$ cat src/hw/rtl/gcb_pkg.sv
package gcb_pkg;

  // grapheme break classes
  localparam logic [3:0] GC_OTHER   = 4'd0;
  localparam logic [3:0] GC_CR      = 4'd1;
  localparam logic [3:0] GC_LF      = 4'd2;
  localparam logic [3:0] GC_CONTROL = 4'd3;
  localparam logic [3:0] GC_EXTEND  = 4'd4;
  localparam logic [3:0] GC_RI      = 4'd5;
  localparam logic [3:0] GC_PREPEND = 4'd6;
  localparam logic [3:0] GC_SPACING = 4'd7;
  localparam logic [3:0] GC_L       = 4'd8;
  localparam logic [3:0] GC_V       = 4'd9;
  localparam logic [3:0] GC_T       = 4'd10;
  localparam logic [3:0] GC_LV      = 4'd11;
  localparam logic [3:0] GC_LVT     = 4'd12;
  localparam logic [3:0] GC_ZWJ     = 4'd13;

  // indic conjunct break classes
  localparam logic [1:0] CJ_NONE      = 2'd0;
  localparam logic [1:0] CJ_CONSONANT = 2'd1;
  localparam logic [1:0] CJ_EXTEND    = 2'd2;
  localparam logic [1:0] CJ_LINKER    = 2'd3;

  // conjunct chain states
  localparam logic [1:0] CHAIN_IDLE     = 2'd0;
  localparam logic [1:0] CHAIN_CONS     = 2'd1;
  localparam logic [1:0] CHAIN_OPEN     = 2'd2;
  localparam logic [1:0] CHAIN_RESERVED = 2'd3;

  typedef struct packed {
    logic       start_of_text;
    logic [3:0] break_class;
    logic [1:0] conjunct_class;
    logic       pictographic;
  } gcb_item_t;

  typedef struct packed {
    logic [3:0] last_class;
    logic       indicator_odd;
    logic       zwj_armed;
    logic       emoji_prefix;
    logic [1:0] conjunct_chain;
  } gcb_ctx_t;

endpackage

$ cat src/hw/rtl/gcb_rules.sv
module gcb_rules (
  input  gcb_pkg::gcb_item_t item,
  input  gcb_pkg::gcb_ctx_t  ctx,
  output logic               boundary,
  output gcb_pkg::gcb_ctx_t  ctx_nxt
);
  import gcb_pkg::*;

  logic       brk;
  logic [3:0] p;
  logic [3:0] c;
  logic       c_ctrl;
  logic       p_ctrl;
  logic       joiner;

  assign p      = ctx.last_class;
  assign c      = item.break_class;
  assign c_ctrl = (c == GC_CONTROL) || (c == GC_CR) || (c == GC_LF);
  assign p_ctrl = (p == GC_CONTROL) || (p == GC_CR) || (p == GC_LF);
  assign joiner = (c == GC_EXTEND) || (c == GC_ZWJ);

  // boundary rules, highest priority first
  always_comb begin
    if (item.start_of_text) begin
      brk = 1'b1;
    end else if ((p == GC_CR) && (c == GC_LF)) begin
      brk = 1'b0;
    end else if (p_ctrl || c_ctrl) begin
      brk = 1'b1;
    end else if ((p == GC_L) &&
                 ((c == GC_L) || (c == GC_V) || (c == GC_LV) || (c == GC_LVT))) begin
      brk = 1'b0;
    end else if (((p == GC_LV) || (p == GC_V)) && ((c == GC_V) || (c == GC_T))) begin
      brk = 1'b0;
    end else if (((p == GC_LVT) || (p == GC_T)) && (c == GC_T)) begin
      brk = 1'b0;
    end else if (joiner || (c == GC_SPACING) || (p == GC_PREPEND)) begin
      brk = 1'b0;
    end else if ((ctx.conjunct_chain == CHAIN_OPEN) &&
                 (item.conjunct_class == CJ_CONSONANT)) begin
      brk = 1'b0;
    end else if (ctx.zwj_armed && item.pictographic) begin
      brk = 1'b0;
    end else if ((p == GC_RI) && (c == GC_RI) && ctx.indicator_odd) begin
      brk = 1'b0;
    end else begin
      brk = 1'b1;
    end
  end

  assign boundary = brk;

  // context for the next item
  always_comb begin
    ctx_nxt = ctx;
    if (brk) begin
      ctx_nxt.last_class     = c;
      ctx_nxt.indicator_odd  = (c == GC_RI);
      ctx_nxt.zwj_armed      = 1'b0;
      ctx_nxt.emoji_prefix   = item.pictographic;
      ctx_nxt.conjunct_chain = (item.conjunct_class == CJ_CONSONANT) ? CHAIN_CONS
                                                                     : CHAIN_IDLE;
    end else begin
      ctx_nxt.last_class    = c;
      ctx_nxt.indicator_odd = (c == GC_RI) ? ~ctx.indicator_odd : 1'b0;

      if (c == GC_ZWJ) begin
        ctx_nxt.zwj_armed    = ctx.emoji_prefix;
        ctx_nxt.emoji_prefix = 1'b0;
      end else if (item.pictographic) begin
        ctx_nxt.zwj_armed    = 1'b0;
        ctx_nxt.emoji_prefix = 1'b1;
      end else if (c == GC_EXTEND) begin
        ctx_nxt.zwj_armed    = 1'b0;
      end else begin
        ctx_nxt.zwj_armed    = 1'b0;
        ctx_nxt.emoji_prefix = 1'b0;
      end

      case (item.conjunct_class)
        CJ_LINKER: begin
          if ((ctx.conjunct_chain == CHAIN_CONS) || (ctx.conjunct_chain == CHAIN_OPEN)) begin
            ctx_nxt.conjunct_chain = CHAIN_OPEN;
          end
        end
        CJ_CONSONANT: begin
          ctx_nxt.conjunct_chain = CHAIN_CONS;
        end
        CJ_NONE: begin
          if (!joiner) begin
            ctx_nxt.conjunct_chain = CHAIN_IDLE;
          end
        end
        default: begin
          ctx_nxt.conjunct_chain = ctx.conjunct_chain;
        end
      endcase
    end
  end

endmodule

$ cat src/hw/rtl/grapheme_cluster_break_detector.sv
// Grapheme cluster boundary detector after UAX #29 (GB3 to GB13 and GB9c).
// Each item carries one code point's break class, Indic conjunct class and
// Extended_Pictographic flag; each result says whether a cluster boundary
// falls before that code point. Items pass an input register, then the rule
// logic, then a result register, and one item is taken every cycle as long as
// results are taken; the rule evaluation with its context feedback is
// combinational, which sets that rate. The first item of a
// text and every item that opens a cluster rebuild the context from the
// item alone. After reset the context acts as a preceding Other code point.
module grapheme_cluster_break_detector (
  input  logic       clk,
  input  logic       rst_n,
  input  logic       in_valid,
  output logic       in_ready,
  input  logic       in_start_of_text,
  input  logic [3:0] in_break_class,
  input  logic [1:0] in_conjunct_class,
  input  logic       in_pictographic,
  output logic       out_vld,
  input  logic       out_ready,
  output logic       out_boundary_before
);
  import gcb_pkg::*;

  // input stage
  logic      s1_valid_r;
  gcb_item_t s1_item_r;

  // cluster context carried between items
  gcb_ctx_t ctx_r;
  gcb_ctx_t ctx_nxt;

  // result stage
  logic out_vld_r;
  logic out_boundary_before_r;

  logic boundary;
  logic out_free;
  logic advance;
  logic accept;

  // the result register frees up in the same cycle its item is taken
  assign out_free = !out_vld_r || out_ready;
  assign advance  = s1_valid_r && out_free;
  assign in_ready = !s1_valid_r || out_free;
  assign accept   = in_valid && in_ready;

  gcb_rules u_rules (
    .item     (s1_item_r),
    .ctx      (ctx_r),
    .boundary (boundary),
    .ctx_nxt  (ctx_nxt)
  );

  // input register
  always_ff @(posedge clk) begin
    if (!rst_n) begin
      s1_valid_r <= 1'b0;
    end else if (accept) begin
      s1_valid_r <= 1'b1;
    end else if (advance) begin
      s1_valid_r <= 1'b0;
    end
  end

  always_ff @(posedge clk) begin
    if (accept) begin
      s1_item_r.start_of_text  <= in_start_of_text;
      s1_item_r.break_class    <= in_break_class;
      s1_item_r.conjunct_class <= in_conjunct_class;
      s1_item_r.pictographic   <= in_pictographic;
    end
  end

  // context only moves when an item leaves the input stage
  always_ff @(posedge clk) begin
    if (!rst_n) begin
      ctx_r <= '0;
    end else if (advance) begin
      ctx_r <= ctx_nxt;
    end
  end

  // result register
  always_ff @(posedge clk) begin
    if (!rst_n) begin
      out_vld_r <= 1'b0;
    end else if (advance) begin
      out_vld_r <= 1'b1;
    end else if (out_ready) begin
      out_vld_r <= 1'b0;
    end
  end

  always_ff @(posedge clk) begin
    if (advance) begin
      out_boundary_before_r <= boundary;
    end
  end

  assign out_vld             = out_vld_r;
  assign out_boundary_before = out_boundary_before_r;

  // start of text always reports a boundary
  a_sot_breaks: assert property (@(posedge clk) disable iff (!rst_n)
    (advance && s1_item_r.start_of_text) |=> out_boundary_before)
    else $error("start of text item without boundary");

  // chain never reaches the unused code
  a_chain_code: assert property (@(posedge clk) disable iff (!rst_n)
    ctx_r.conjunct_chain != CHAIN_RESERVED)
    else $error("conjunct chain in reserved state");

  // an armed joiner is always the last code point
  a_zwj_last: assert property (@(posedge clk) disable iff (!rst_n)
    ctx_r.zwj_armed |-> (ctx_r.last_class == GC_ZWJ))
    else $error("zwj armed without zwj as last class");

  // armed joiner and open emoji prefix exclude each other
  a_zwj_prefix: assert property (@(posedge clk) disable iff (!rst_n)
    !(ctx_r.zwj_armed && ctx_r.emoji_prefix))
    else $error("zwj armed together with emoji prefix");

  // odd indicator parity only right after an indicator
  a_ri_parity: assert property (@(posedge clk) disable iff (!rst_n)
    ctx_r.indicator_odd |-> (ctx_r.last_class == GC_RI))
    else $error("indicator parity set after non indicator");

endmodule
$ cat config.mk
export PLATFORM = sky130hd
export DESIGN_NAME = grapheme_cluster_break_detector
export DESIGN_NICKNAME = d
export VERILOG_FILES = /design/src/hw/rtl/gcb_pkg.sv /design/src/hw/rtl/gcb_rules.sv /design/src/hw/rtl/grapheme_cluster_break_detector.sv
export SDC_FILE = /design/constraint.sdc
export NUM_CORES = 1
export LEC_CHECK = 0
export BUFFER_PORTS_ARGS = -buffer_cell sky130_fd_sc_hd__buf_4
export CAP_MARGIN = 20
export CORE_MARGIN = 2
export CORE_UTILIZATION = 45
export CTS_CLUSTER_SIZE = 20
export DETAILED_ROUTE_END_ITERATION = 10
export HOLD_SLACK_MARGIN = 0.03
export PLACE_DENSITY = 0.69
export SYNTH_ARGS = -nofsm -noshare
export SYNTH_HDL_FRONTEND = slang
export SYNTH_SLANG_ARGS = --single-unit
$ cat constraint.sdc
create_clock -name clk -period 2.25 [get_ports clk]
set_input_delay 0.225 -clock clk [delete_from_list [all_inputs] [get_ports clk]]
set_output_delay 0.225 -clock clk [all_outputs]
set_load 0.02 [all_outputs]
# Yosys cells after proc, flatten, opt, wreduce, memory -nomap -nowiden
# Index checks and enable logic that the tools add are counted.
totals:
  reg_bits: 20
  inputBits: 12
  wordCells: 100
op_classes:
  eq_ne: 29
  mux: 23
  n_bitwise: 1
  reduce_logical: 35
ops:
  columns: ["operator", "count"]
  rows:
  - ["4-bit == test (second input constant)", 11]
  - ["4-bit by 3-bit == test with 1-bit output (second input constant)", 5]
  - ["1-bit two-way mux", 18]
  - ["1-bit logical OR", 17]
  - ["4-bit by 2-bit == test with 1-bit output (second input constant)", 4]
  - ["1-bit logical AND", 10]
  - ["4-bit by 1-bit == test with 1-bit output (second input constant)", 2]
  - ["2-bit two-way mux", 3]
  - ["2-bit one-hot mux with 3 select lines", 1]
  - ["5-bit two-way mux", 1]
  - ["2-bit by 1-bit == test with 1-bit output (second input constant)", 2]
  - ["2-bit == test (second input constant)", 2]
  - ["4-bit != test (second input constant)", 1]
  - ["4-bit AND reduction", 1]
  - ["2-bit nonzero test", 2]
  - ["4-bit nonzero test", 1]
  - ["3-bit by 2-bit != test with 1-bit output (second input constant)", 1]
  - ["3-bit != test (second input constant)", 1]
  - ["1-bit zero test", 2]
  - ["2-bit zero test", 1]
  - ["2-bit AND reduction", 1]
  - ["1-bit inverter", 1]

# Longest topological paths before layout
# Gate-level depths: netlist (run 1).
depth:
  depth_word: 15
  ltp_mapped: 7
  mapped_depth_nobuf: 7

# Hierarchy
# A second synthesis (run 1) with hierarchy kept.
unflattened:
  hier_cells: 118
  hier_area_um2: 1152.4
modules_own_cells:
  columns: ["module", "instances", "cells_each", "area_each_um2", "seq_area_each_um2"]
  rows:
  - ["grapheme_cluster_break_detector", 1, 57, 719.4, 490.5]
  - ["gcb_rules", 1, 61, 432.9, 0.0]

# Worst setup path after synthesis (run 1)
# No wires, ideal clock.
synth_timing:
  path_type: "register -> register"
  startpoint: "register s1_item_r[6] in the netlist's numbering"
  endpoint: "register ctx_r[0] in the netlist's numbering"
  setup_time_ns: 0.088
  arrival_time_ns: 1.768
  required_time_ns: 2.162
  setup_slack_ns: 0.394
  path_stages_with_launch: 7
  n_path_buf: 1
  period_less_slack_ns: 1.856
  cell_sequence: "edfxtp_1 > buf_6 > or4b_4 > o32a_4 > nor2_4 > nand2_2 > o32ai_2"
synth_between:
  elab_chain_cells: 15
synth_rtl:
  columns: ["element", "line", "text"]
  rows:
  - ["from (decl)", "grapheme_cluster_break_detector.sv:27", "gcb_item_t s1_item_r;"]
  - ["4-bit by 3-bit == test with 1-bit output", "gcb_rules.sv:44", "end else if ((p == GC_RI) && (c == GC_RI) && ctx.indicator_odd) begin"]
  - ["1-bit logical AND (2 in a row)", "gcb_rules.sv:44", null]
  - ["1-bit two-way mux", "gcb_rules.sv:44", null]
  - ["1-bit two-way mux", "gcb_rules.sv:42", "end else if (ctx.zwj_armed && item.pictographic) begin"]
  - ["1-bit two-way mux", "gcb_rules.sv:39", "end else if ((ctx.conjunct_chain == CHAIN_OPEN) &&"]
  - ["1-bit two-way mux", "gcb_rules.sv:37", "end else if (joiner || (c == GC_SPACING) || (p == GC_PREPEND)) begin"]
  - ["1-bit two-way mux", "gcb_rules.sv:35", "end else if (((p == GC_LVT) || (p == GC_T)) && (c == GC_T)) begin"]
  - ["1-bit two-way mux", "gcb_rules.sv:33", "end else if (((p == GC_LV) || (p == GC_V)) && ((c == GC_V) || (c == GC_T))) begin"]
  - ["1-bit two-way mux", "gcb_rules.sv:30", "end else if ((p == GC_L) &&"]
  - ["1-bit two-way mux", "gcb_rules.sv:28", "end else if (p_ctrl || c_ctrl) begin"]
  - ["1-bit two-way mux *", "gcb_rules.sv:26", "end else if ((p == GC_CR) && (c == GC_LF)) begin"]
  - ["1-bit two-way mux *", "gcb_rules.sv:24", "if (item.start_of_text) begin"]
  - ["via boundary", "grapheme_cluster_break_detector.sv:37", "logic boundary;"]
  - ["3-bit != test (no line), or another cell as far along", null, null]
  - ["4-bit AND reduction (no line)", null, null]
  - ["to (signal assigned)", "grapheme_cluster_break_detector.sv:80", "ctx_r <= ctx_nxt;"]
  - ["to (decl)", "grapheme_cluster_break_detector.sv:30", "gcb_ctx_t ctx_r;"]
# Mark *: on every way through the listed nets, which the timed path passes. The rest lies on a longest branch.
# A chain may end at the register's enable or synchronous reset.

# Worst setup path in the final report (run 1)
layout_timing:
  startpoint: "register s1_item_r[5] in the netlist's numbering"
  endpoint: "register ctx_r[0] in the netlist's numbering"
# The elaborated chain is that of the path after synthesis.

==> parameters.txt, run 1 <==
Parameter                              Value

Status
  Outcome ... completed

Worst hold path
  Hold Path Stages ... 1
  Worst hold start ... in_break_class[2]
  Hold Crit Endpoint ... s1_item_r[5]
  Min-delay worst type ... input port to flop

Synth
  Syn avg cell area ... 9.73 um^2
  Unique cell type count in the Yosys netlist ... 37
  EDFF count, synth ... 9
  Cells after synthesis ... 104
  Main synth FF type ... sky130_fd_sc_hd__dfxtp_1
  Ys Warns ... 0
  Dominant cell type by area after synthesis ... sky130_fd_sc_hd__edfxtp_1
  Ys async rst share ... 0
  Post-synthesis sequential area ratio ... 0.485
  Area share of the largest cell type after synthesis ... 0.267
  Yosys reg bits ... 20
  Area contributors post-synth ... sky130_fd_sc_hd__edfxtp_1 27%, sky130_fd_sc_hd__dfxtp_1 22%, sky130_fd_sc_hd__nand2_1 5.2%
  Net count after synthesis ... 117
  Post-Synthesis Cell Area ... roughly 0.0010 mm^2

Timing
  Maximum operating frequency ... just under 0.5 GHz
  Setup repair after global routing missed its margin ... no
  Setup TNS ... 0 ns
  Final Skew ... between 0.009 and 0.01 ns
  Worst slew pin tran ... 0.424 ns
  Final Hold Violating Endpoints ... 0
  Max-slew violation count ... 0
  Final setup violation count ... 0
  Share of the clock period used by the worst path after layout ... 0.901
  Worst slew slack as a fraction of its limit ... 0.710
  Crit path time final ... about 2.0 ns

Floorplanning
  Total die area ... 0.00264 mm^2
  Die height ... 51.4 um
  Initial standard-cell utilization of the core ... 0.467
  Std-Cell Core Area ... 0.00217 mm^2
  I/O pin cnt ... 15
  Die Width ... 51.4 um
  FP Rows ... 17

Power and ir drop
  Largest voltage drop on the vdd net ... 0.406 mV
  Leak Pwr ... 0.427 nW
  Power per unit of standard cell area ... ~580 mW/mm^2

GRT
  Total overflow reported by the global router ... 0
  Number of antenna violations at the first check in global routing ... 0
  All-Layer GR Usage ... 0.177
  First-pass GRT wire length ... 3390 um
  Largest net degree at the start of global routing ... 12
  Vias in the first global route ... 771

Drt
  Initial DRT Pass Iterations ... 4
  Antenna-violating nets left ... 0
  Starting DRT DRC Count ... 21
  Total via count after detailed routing ... 827
  Final wirelength ... 1970 um
  Average wire per cell in the routed design ... 13.2 um
  Post-route DRC violation count ... 0
  Vias per std cell ... 5.51

Place
  Placer's final routability congestion estimate ... between 0.8 and 0.9
  Number of buffers inserted by port buffering ... 14
  Placed inst area ... 0.00115 mm^2
  Post-DP HPWL ... 1510 um

Setup path
  Worst path arrival time ... 2.24 ns
  Type of destination of the critical path ... flop
  Worst flop-to-flop path endpoint ... ctx_r[0]
  Kind of critical path ... flop to flop
  Critical path launch point type ... flop
  Setup slack on the worst flop-to-flop path ... 0.22 ns
  Cell count of the worst reg-to-reg path ... 6
  RR Startpoint ... s1_item_r[5]
  CP max FO ... 7
  Worst Setup SP ... s1_item_r[5]
  Required time worst endpoint ... 2.46 ns

Finish
  ANT cells ... 0
  Commonest non-fill, non-tap cells in the layout ... 17 x sky130_fd_sc_hd__buf_4, 14 x sky130_fd_sc_hd__nand2_1, 11 x sky130_fd_sc_hd__dfxtp_1
  Post-layout instance area ... 0.00118 mm^2
  Post-synthesis to final-layout area growth ... 16.7%
  Share of layout cells above drive strength 1 ... 0.238
  Most frequent standard cell in the layout excluding fill and tap cells ... sky130_fd_sc_hd__buf_4
  Total Nets Final ... roughly 140
  Count of filler cells inserted in the layout ... 198

Flow run
  Number of maximum-capacitance violations ... 0

CTS
  Cts repair resizes ... 0
  Number of buffers on the longest clock path ... 2
  TritonCTS clock tree ... done
  Total of hold buffers inserted after clock tree synthesis ... 0
  Setup bufs post-CTS ... 0
  Num Clock Sinks ... 20
  Number of levels the H-tree was split into ... 1
  Clk pin slew, worst setup/hold paths ... between 0.1 and 0.15 ns
  Clock buffers created by TritonCTS ... 3
  Clock latency reported for the late side of the worst-skew pair ... about 0.30 ns
  Root buffer cell ... sky130_fd_sc_hd__clkbuf_4
==> Yosys cell counts (2+ instances only) <==
library cell	count
sky130_fd_sc_hd__xor2_1	2
sky130_fd_sc_hd__nand2b_1	2
sky130_fd_sc_hd__nor2b_1	2
sky130_fd_sc_hd__a21oi_1	10
sky130_fd_sc_hd__nor4bb_1	2
sky130_fd_sc_hd__clkinv_1	2
sky130_fd_sc_hd__nor3b_1	2
sky130_fd_sc_hd__inv_1	2
sky130_fd_sc_hd__nand2_1	14
sky130_fd_sc_hd__or3b_2	2
sky130_fd_sc_hd__edfxtp_1	9
sky130_fd_sc_hd__nor3_1	8
sky130_fd_sc_hd__nand3b_1	2
sky130_fd_sc_hd__nor2_1	7
sky130_fd_sc_hd__dfxtp_1	11
sky130_fd_sc_hd__nand3_1	2
sky130_fd_sc_hd__o21ai_0	5
==> cell families after synthesis <==
| group | synth area share |
|---|---|
| simple gates | 0.287 |
| xor+xnor | 0.0173 |
| buf+inv | 0.0346 |
| flops | 0.485 |
| compound gates | 0.164 |
| fa+ha+maj | 0.0124 |
==> per-layer routing <==
layer | vias to the layer above | share of wire | global-route usage
li1 | 420 | - | -
met1 | 369 | 0.42 | 0.218
met2 | 32 | 0.49 | 0.282
met3 | 6 | 0.066 | 0.0351
met4 | 0 | 0.023 | 0.110
met5 | - | 0 | 0
==> worst max path at each step <==
stage	endpoint	cells past startpoint
2_1_floorplan	ctx_r[0]	6
3_3_place_gp	ctx_r[0]	6
3_5_place_dp	ctx_r[0]	6
4_1_cts	ctx_r[0]	6
5_1_grt	ctx_r[4]	6
6_report	ctx_r[0]	6
==> per-stage QoR <==
step                      setup slack (ns)  hold WS [ns]  total power [mW]  std cells   util
after global routing                 0.128        0.0693             0.716        150  0.544
after global placement               0.378         0.404             0.512        146  0.532
after CTS                            0.238        0.0886             0.684        150  0.544
after detailed placement             0.258         0.404             0.515        146  0.532
after floorplan                      0.394         0.324             0.479        104      -
final                                0.223        0.0938             0.680        150  0.544
==> power by group <==
part	internal, mW	leakage [nW]	switching [mW]
Clock	0.0690	0.0150	0.104
Sequential	0.398	0.175	0.0178
Combinational	0.0431	0.237	0.0481
==> state kept, by name, indices dropped and copies added (netlist names) <==
signal,cells
ctx_r,9
s1_item_r,8
out_boundary_before,1
out_vld,1
s1_valid_r,1
==> layout make-up <==
type | instances | area, um^2 | share of cell area
Inverter | 4 | 15.0 | 0.0127
Sequential cell | 20 | 490 | 0.415
Timing Repair Buffer | 17 | 128 | 0.108
Multi-Input combinational cell | 77 | 487 | 0.412
Tap cell | 28 | 35.0 | 0.0297
Clock buffer | 4 | 26.3 | 0.0222
==> worst max-delay path, stage by stage (launching register included) <==
cell,delay (ns)
sky130_fd_sc_hd__edfxtp_1,0.50
sky130_fd_sc_hd__or3b_2,0.53
sky130_fd_sc_hd__a211oi_1,0.29
sky130_fd_sc_hd__a2111oi_0,0.11
sky130_fd_sc_hd__nand4_1,0.14
sky130_fd_sc_hd__nand2_2,0.09
sky130_fd_sc_hd__o32ai_2,0.28
Note: power is estimated with default switching activity, not from simulation.
==> run 2: changes to the inputs <==
- CELL_PAD_IN_SITES_DETAIL_PLACEMENT: unset -> 1
- CELL_PAD_IN_SITES_GLOBAL_PLACEMENT: unset -> 1
- CORE_UTILIZATION: 45 -> 42
- PLACE_DENSITY: 0.69 -> 0.81
==> parameters.txt, run 2 (same netlist as run 1, synthesis figures left out) <==
Parameter                              Value

Finish
  Share of layout cells above drive strength 1 ... 0.244
  Layout Utilization ... 0.527
  Area occupied by multi-input gates ... 487 um^2
  Commonest non-fill, non-tap cells in the layout ... 18 x sky130_fd_sc_hd__buf_4, 14 x sky130_fd_sc_hd__nand2_1, 11 x sky130_fd_sc_hd__dfxtp_1
  Flip-flop count of the largest register after layout ... 9
  Post-synthesis to final-layout area growth ... 17.4%
  Area occupied by registers ... 490 um^2
  Largest registers ... ctx_r: 9 flops, s1_item_r: 8 flops
  Post-layout instance area ... 0.00119 mm^2
  ANT cells ... 0
  Count of filler cells inserted in the layout ... 269
  Most frequent standard cell in the layout excluding fill and tap cells ... sky130_fd_sc_hd__buf_4
  Top reg by flops ... ctx_r
  Total Nets Final ... around 140

Timing
  Final Hold Violating Endpoints ... 0
  Setup repair after global routing missed its margin ... no
  Final setup violation count ... 0
  Post-Route Hold Slack ... between 0.09 and 0.1 ns
  Maximum operating frequency ... a little over 0.5 GHz
  Worst slew pin tran ... 0.380 ns
  Setup TNS ... 0 ns
  Share of the clock period used by the worst path after layout ... 0.878
  Crit path time final ... 1.97 ns
  Final Skew ... 0.00583 ns
  Worst slew slack as a fraction of its limit ... 0.744
  Max-slew violation count ... 0

CTS
  Num Clock Sinks ... 20
  Number of levels the H-tree was split into ... 1
  Cts repair resizes ... 0
  TritonCTS clock tree ... done
  Total of hold buffers inserted after clock tree synthesis ... 0
  Clock latency reported for the late side of the worst-skew pair ... 0.30 ns
  Setup bufs post-CTS ... 0
  Number of buffers on the longest clock path ... 2
  Root buffer cell ... sky130_fd_sc_hd__clkbuf_4
  Clk pin slew, worst setup/hold paths ... 0.11 ns
  Clock buffers created by TritonCTS ... 3

Floorplanning
  FP Rows ... 17
  I/O pin cnt ... 15
  Die Width ... 53.1 um
  Std-Cell Core Area ... 0.00225 mm^2
  Initial standard-cell utilization of the core ... 0.449
  Die height ... about 53 um
  Total die area ... 0.00282 mm^2

GRT
  Largest net degree at the start of global routing ... 12
  First-pass GRT wire length ... between 3000 and 4000 um
  All-Layer GR Usage ... 0.186
  Total overflow reported by the global router ... 0
  Number of antenna violations at the first check in global routing ... 0
  Vias in the first global route ... around 800

Drt
  Antenna-violating nets left ... 0
  Final wirelength ... 2270 um
  Initial DRT Pass Iterations ... 4
  Average wire per cell in the routed design ... 15.0 um
  Starting DRT DRC Count ... 19
  Post-route DRC violation count ... 0
  Vias per std cell ... roughly 5.6
  Total via count after detailed routing ... about 840

Place
  Placer's final routability congestion estimate ... 0.807
  Placed inst area ... 0.00116 mm^2
  Post-DP HPWL ... 1740 um
  Number of buffers inserted by port buffering ... 14

Power and ir drop
  Largest voltage drop on the vdd net ... about 0.4 mV
  Design Power ... 0.685 mW
  Power per unit of standard cell area ... about 580 mW/mm^2
  Leak Pwr ... 0.432 nW

Setup path
  Type of destination of the critical path ... flop
  Kind of critical path ... flop to flop
  Required time worst endpoint ... 2.50 ns
  CP max FO ... 6
  Worst path arrival time ... about 2.2 ns
  Critical path launch point type ... flop

Flow run
  Number of maximum-capacitance violations ... 0

Status
  Outcome ... completed

Worst hold path
  Min-delay worst type ... input port to flop
==> run 2: final timing paths <==
check,slack [ns],cells past startpoint,from,to
worst max-delay path,0.28,5,s1_item_r[6],ctx_r[1]
worst min-delay path,0.09,1,in_conjunct_class[1],s1_item_r[2]
worst max register to register,0.28,5,s1_item_r[6],ctx_r[1]
worst min register to register,0.49,2,ctx_r[3],ctx_r[3]
==> run 2: cell type report <==
class / count / share of cell area
flip-flops and latches: 20 / 0.413
multi-input cells: 77 / 0.409
repair buffers: 18 / 0.114
well taps: 28 / 0.0295
clock buffers: 4 / 0.0221
inverters: 4 / 0.0126
==> run 2: per-layer routing <==
layer,vias up,GRT usage,routed length (um)
li1,420,-,-
met2,15,0.310,1090
met1,403,0.229,1070
met3,4,0.0339,81
met5,-,0,0
met4,0,0.0897,29
==> run 2: worst max-delay path: stages (launching register included) <==
cell,delay (ns)
sky130_fd_sc_hd__edfxtp_1,0.50
sky130_fd_sc_hd__or4b_4,0.57
sky130_fd_sc_hd__o32a_4,0.39
sky130_fd_sc_hd__nor3_1,0.21
sky130_fd_sc_hd__o211a_1,0.18
sky130_fd_sc_hd__a31o_2,0.09
==> run 2: power breakdown <==
| part | internal [mW] | leakage (nW) | total [mW] | switching (mW) |
|---|---|---|---|---|
| clock | 0.0690 | 0.0150 | 0.174 | 0.105 |
| combinational | 0.0443 | 0.242 | 0.0939 | 0.0496 |
| sequential | 0.398 | 0.175 | 0.417 | 0.0191 |
| total | 0.511 | 0.432 | 0.685 | 0.173 |
==> run 2: metrics by stage <==
stage / setup WS (ns) / cells
floorplan: 0.394 / 104
global placement: 0.331 / 147
detailed placement: 0.285 / 147
CTS: 0.258 / 151
global route: 0.164 / 151
finish: 0.275 / 151
